**src/nearest_palette_color_l1_core_assert.svh**
```systemverilog
// ----------------------------------------------------------------------------
// Assertion macros for the nearest palette colour core
// Clocked assertion helpers, with and without a reset disable.
// ----------------------------------------------------------------------------
`ifndef NEAREST_PALETTE_COLOR_L1_CORE_ASSERT_SVH
`define NEAREST_PALETTE_COLOR_L1_CORE_ASSERT_SVH

// Assertion sampled on the rising clock edge, off while reset is asserted
`define NPC_ASSERT_RST(lbl, clk, rst_n, prop, msg) \
  lbl: assert property (@(posedge clk) disable iff (!rst_n) prop) else $error(msg);

// Assertion sampled on the rising clock edge, always on
`define NPC_ASSERT(lbl, clk, prop, msg) \
  lbl: assert property (@(posedge clk) prop) else $error(msg);

`endif

```
**src/npc_l1_pkg.sv**
```systemverilog
// ----------------------------------------------------------------------------
// npc_l1_pkg
// Shared types and constants of the nearest palette colour core.
// ----------------------------------------------------------------------------
package npc_l1_pkg;

  localparam int unsigned PALETTE_ENTRIES_DEF = 256;
  localparam int unsigned COLOUR_W = 24;
  localparam int unsigned CHAN_W   = 8;
  localparam int unsigned IDX_W    = 8;
  localparam int unsigned DIST_W   = 10;

  // Search starts from the worst Manhattan distance and the top index
  localparam logic [DIST_W-1:0] START_DIST = 10'd765;
  localparam logic [IDX_W-1:0]  START_IDX  = 8'd255;

  typedef enum logic {
    OP_WRITE = 1'b0,
    OP_MAP   = 1'b1
  } op_e;

  typedef enum logic {
    ST_IDLE = 1'b0,
    ST_SCAN = 1'b1
  } state_e;

  typedef struct packed {
    logic [DIST_W-1:0] dist_sum;
    logic              exact;
  } dist_res_t;

endpackage

```
**src/npc_l1_dist_unit.sv**
```systemverilog
// ----------------------------------------------------------------------------
// npc_l1_dist_unit
// Shared Manhattan distance and exact-match unit, one entry per cycle.
// ----------------------------------------------------------------------------
module npc_l1_dist_unit (
  input  logic [npc_l1_pkg::COLOUR_W-1:0] entry_i,
  input  logic [npc_l1_pkg::COLOUR_W-1:0] pixel_i,
  output npc_l1_pkg::dist_res_t           res_o
);

  localparam int unsigned CW = npc_l1_pkg::CHAN_W;
  localparam int unsigned DW = npc_l1_pkg::DIST_W;

  logic [CW-1:0] dr, dg, db;

  function automatic logic [CW-1:0] abs_diff(input logic [CW-1:0] a, input logic [CW-1:0] b);
    abs_diff = (a > b) ? (a - b) : (b - a);
  endfunction

  always_comb begin
    dr = abs_diff(entry_i[3*CW-1:2*CW], pixel_i[3*CW-1:2*CW]);
    dg = abs_diff(entry_i[2*CW-1:CW],   pixel_i[2*CW-1:CW]);
    db = abs_diff(entry_i[CW-1:0],      pixel_i[CW-1:0]);
    res_o.dist_sum = DW'(dr) + DW'(dg) + DW'(db);
    res_o.exact    = (entry_i == pixel_i);
  end

endmodule

```
**config.mk**
```make
export PLATFORM = sky130hd
export DESIGN_NAME = npc_l1_dist_unit
export DESIGN_NICKNAME = d
export VERILOG_FILES = /design/src/nearest_palette_color_l1_core_assert.svh /design/src/npc_l1_pkg.sv /design/src/npc_l1_dist_unit.sv
export SDC_FILE = /design/constraint.sdc
export NUM_CORES = 1
export LEC_CHECK = 0
export BUFFER_PORTS_ARGS = -buffer_cell sky130_fd_sc_hd__buf_2
export CORE_MARGIN = 1
export CORE_UTILIZATION = 45
export DETAILED_ROUTE_END_ITERATION = 8
export GPL_ROUTABILITY_DRIVEN = 0
export PLACE_DENSITY = 0.69
export SLEW_MARGIN = 20
export SYNTH_ARGS = -nofsm -noshare
export SYNTH_HDL_FRONTEND = slang
export SYNTH_SLANG_ARGS = --single-unit
```
**constraint.sdc**
```tcl
create_clock -name vclk -period 7.3
set_input_delay 1.095 -clock vclk [all_inputs]
set_output_delay 1.095 -clock vclk [all_outputs]
set_load 0.1 [all_outputs]
```
# --- Word-level counts from Yosys, hierarchy flattened ---
# Cells that the tools add are included.
# W data, S select, Z words.
classes:
  n_addsub: 8
  n_lt_le_gt_ge: 3
  n_eq_ne: 1
  n_mux: 3
ops:
  columns: ["operator", "count"]
  rows:
  - ["$sub A8 B8 Y8", 6]
  - ["$eq A24 B24 Y1", 1]
  - ["$gt A8 B8 Y1", 3]
  - ["$mux W8", 3]
  - ["$add A9 B8 Y10", 1]
  - ["$add A8 B8 Y9", 1]
totals:
  reg_bits: 0
  in_bits: 48
  out_inout_bits: 11
  word_cells: 15

# --- Longest topological paths before layout ---
logic_depth:
  ltp_word: 4
  depth_mapped: 18
  ltp_nobuf: 18

# --- Worst setup path after synthesis ---
# OpenSTA, ideal clock, no wires.
synth_path:
  path_kind: "input to output"
  from: "input entry_i[16] (netlist bit)"
  to: "output res_o[8] (netlist bit)"
  arrival_ns: 5.761
  required_ns: 6.205
  slack_ns: 0.444
  path_stages: 17
  n_path_buf: 0
  path_cell_list: "inv_1 -> ha_1 -> inv_1 -> fa_1 -> nand3_1 -> a21oi_2 -> o31ai_4 -> mux2i_1 -> xor2_1 -> fa_1 -> inv_1 -> ha_1 -> nor2b_1 -> o21ai_0 -> a21boi_0 -> o31a_1 -> a21oi_1"
synth_rtl:
  columns: ["element", "line_no", "source"]
  rows:
  - ["from (decl)", "npc_l1_dist_unit.sv:6", "input logic [npc_l1_pkg::COLOUR_W-1:0] entry_i,"]
  - ["to (decl)", "npc_l1_dist_unit.sv:8", "output npc_l1_pkg::dist_res_t res_o"]

==> flow_metrics.py <==
metrics = {
    "cells_and_area": {
        "nets": 488,
        "diodes": 0,
        "n_clock_buffer": 0,
        "seq_cells": 0,
        "regArea_um2": 0,
        "syn2layout_area_growth_pct": 12.1,
        "post-route-cell-area_mm2": 0.00285,
        "post-route-util": 0.521,
        "nFillCells": 582,
        "multi_input_area_mm2": 0.00220,
        "drive_gt1_frac": 0.186,
    },
    "yosys": {
        "syn-num-nets": 438,
        "netlist_area_mm2": 0.00254,
        "ys_types": 42,
        "syn_inst": 323,
        "avgSynthCellArea_um2": 7.88,
        "ys_seq_area_frac": 0,
        "yosys_warnings": 0,
    },
    "clock_tree": {
        "cts_hold_buf": 0,
        "post_cts_buffers": 0,
        "cts_resized": 0,
    },
    "placed_design": {
        "placed_area_mm2": 0.00285,
        "dp_hpwl_mm": 4.77,
        "port_buffers": 59,
    },
    "worst_setup_path": {
        "crit_arrival_ns": 5.39,
        "path_class": "in -> out",
        "crit_path_start": "entry_i[16]",
        "crit_path_start_kind": "primary input",
        "path_max_fanout": 7,
        "cp.required_ns": 6.20,
        "cp-end-kind": "output pin",
    },
    "floorplanning": {
        "num_rows": 27,
        "core_area_mm2": 0.00547,
        "die_y_um": 77.2,
        "initial_core_util": 0.465,
        "die_w_um": 77.2,
        "ioPinCount": 59,
        "die-area_mm2": 0.00596,
    },
    "grt": {
        "antenna_found_initial": 0,
        "overflow": 0,
        "grt_pass1_wl_mm": 9.00,
        "grt_pass1_vias": 2139,
        "grt_max_degree": 11,
        "grt_use_total": 0.176,
    },
    "route": {
        "first_pass_iters": 4,
        "wl_per_cell_um": 12.1,
        "routed_wl_mm": 5.35,
        "drc": 0,
        "drt-initial-drc-count": 93,
        "via_per_inst": 5.19,
        "vias": 2300,
        "postRouteAntennaNets": 0,
    },
    "sta": {
        "slew_viol_final": 0,
        "setup_viol": 0,
        "tightest_slew_ns": 0.557,
        "relSlewSlack": 0.625,
        "post-route-period-util": 0.888,
        "rsz0062_at_grt": "false",
        "max_freq_mhz": 154,
        "hold_viol_final": 0,
        "fin_setup_tns_ns": 0,
        "min_period_ns": 6.48,
    },
    "worst_hold_path": {
        "min-delay-start": "pixel_i[0]",
        "hold_class": "in -> out",
    },
    "job": {
        "drv_cap": 0,
    },
    "outcome": {
        "outcome": "completed",
    },
}
-- metal layers --
| layer | wire (um) | part of all wire | up-vias | track usage |
|---|---|---|---|---|
| li1 | - | - | 1192 | - |
| met4 | 17 | 0.0032 | 0 | 0.00755 |
| met1 | 2420 | 0.45 | 1046 | 0.228 |
| met5 | 0 | 0 | - | 0 |
| met2 | 2710 | 0.51 | 60 | 0.338 |
| met3 | 208 | 0.039 | 2 | 0.00119 |
-- kinds of logic (layout without fill, tap and decap cells) --
family / Yosys count / in the layout / share of synthesized area
multiplexers: 21 / 21 / 0.0846
XOR/XNOR: 22 / 22 / 0.0758
AND/OR/NAND/NOR: 44 / 44 / 0.0861
adder cells (fa/ha/maj): 67 / 67 / 0.374
AO/OA/AOI/OAI: 88 / 88 / 0.245
buffers and inverters: 81 / 129 / 0.134
-- synthesized netlist by cell type, types with 2 or more instances --
cell type,instances,area (um^2)
nor2_1,11,41.3
o21a_1,3,22.5
buf_2,5,25.0
nand2_1,13,48.8
o22ai_4,2,40.0
a31oi_1,4,25.0
o21bai_1,2,15.0
and3_1,2,12.5
inv_1,70,263
buf_6,3,33.8
xor2_1,8,70.1
a211oi_1,10,75.1
a311oi_1,4,35.0
a221o_1,2,20.0
nand3_1,5,25.0
buf_4,2,15.0
o21ai_0,16,80.1
nand4_1,4,25.0
xnor2_1,14,123
fa_1,15,300
nand3b_1,2,15.0
a21oi_1,25,125
mux2i_1,20,200
ha_1,52,651
a21o_1,11,82.6
a211oi_2,2,25.0
-- layout by cell type (no fill, tap or decap), types with 3 or more instances in the layout --
| cell | synthesis | final |
|---|---|---|
| nand3_1 | 5 | 5 |
| a21o_1 | 11 | 11 |
| ha_1 | 52 | 52 |
| a21oi_1 | 25 | 25 |
| xor2_1 | 8 | 8 |
| o21a_1 | 3 | 3 |
| nand4_1 | 4 | 4 |
| buf_2 | 5 | 59 |
| fa_1 | 15 | 15 |
| a211oi_1 | 10 | 10 |
| xnor2_1 | 14 | 14 |
| nand2_1 | 13 | 13 |
| a311oi_1 | 4 | 4 |
| a31oi_1 | 4 | 4 |
| mux2i_1 | 20 | 20 |
| nor2_1 | 11 | 11 |
| o21ai_0 | 16 | 16 |
| inv_1 | 70 | 70 |
-- through the flow --
step	std cells	hold WS (ns)	setup slack (ns)
2_1_floorplan	323	2.92	0.444
4_1_cts	443	3.05	0.828
3_5_place_dp	443	3.05	0.832
5_1_grt	443	3.10	0.456
6_report	443	3.05	0.820
3_3_place_gp	443	3.04	0.877
-- final timing paths --
kind,end,slack [ns],depth (start not counted)
worst max-delay path,res_o[8],0.82,18
worst min-delay path,res_o[0],3.05,5
-- worst max-delay path: stages --
cell and delay (ns):
buf_2 0.11, inv_1 0.05, ha_1 0.15, inv_1 0.06, fa_1 0.40, nand3_1 0.16, a21oi_2 0.09, o31ai_4 0.46
mux2i_1 0.28, xor2_1 0.28, fa_1 0.48, fa_1 0.47, nor2b_1 0.12, o21ai_0 0.11, a21boi_0 0.35, o21ai_0 0.15
a21oi_1 0.15, buf_2 0.44
-- area by class of cell --
type | instances | share of cell area
inverter | 70 | 0.0922
multi-input combinational | 242 | 0.773
tap | 72 | 0.0316
timing repair buffer | 59 | 0.104
Power is not shown: default switching activity piles up to over one toggle a cycle in this logic, so the estimate is an artifact.
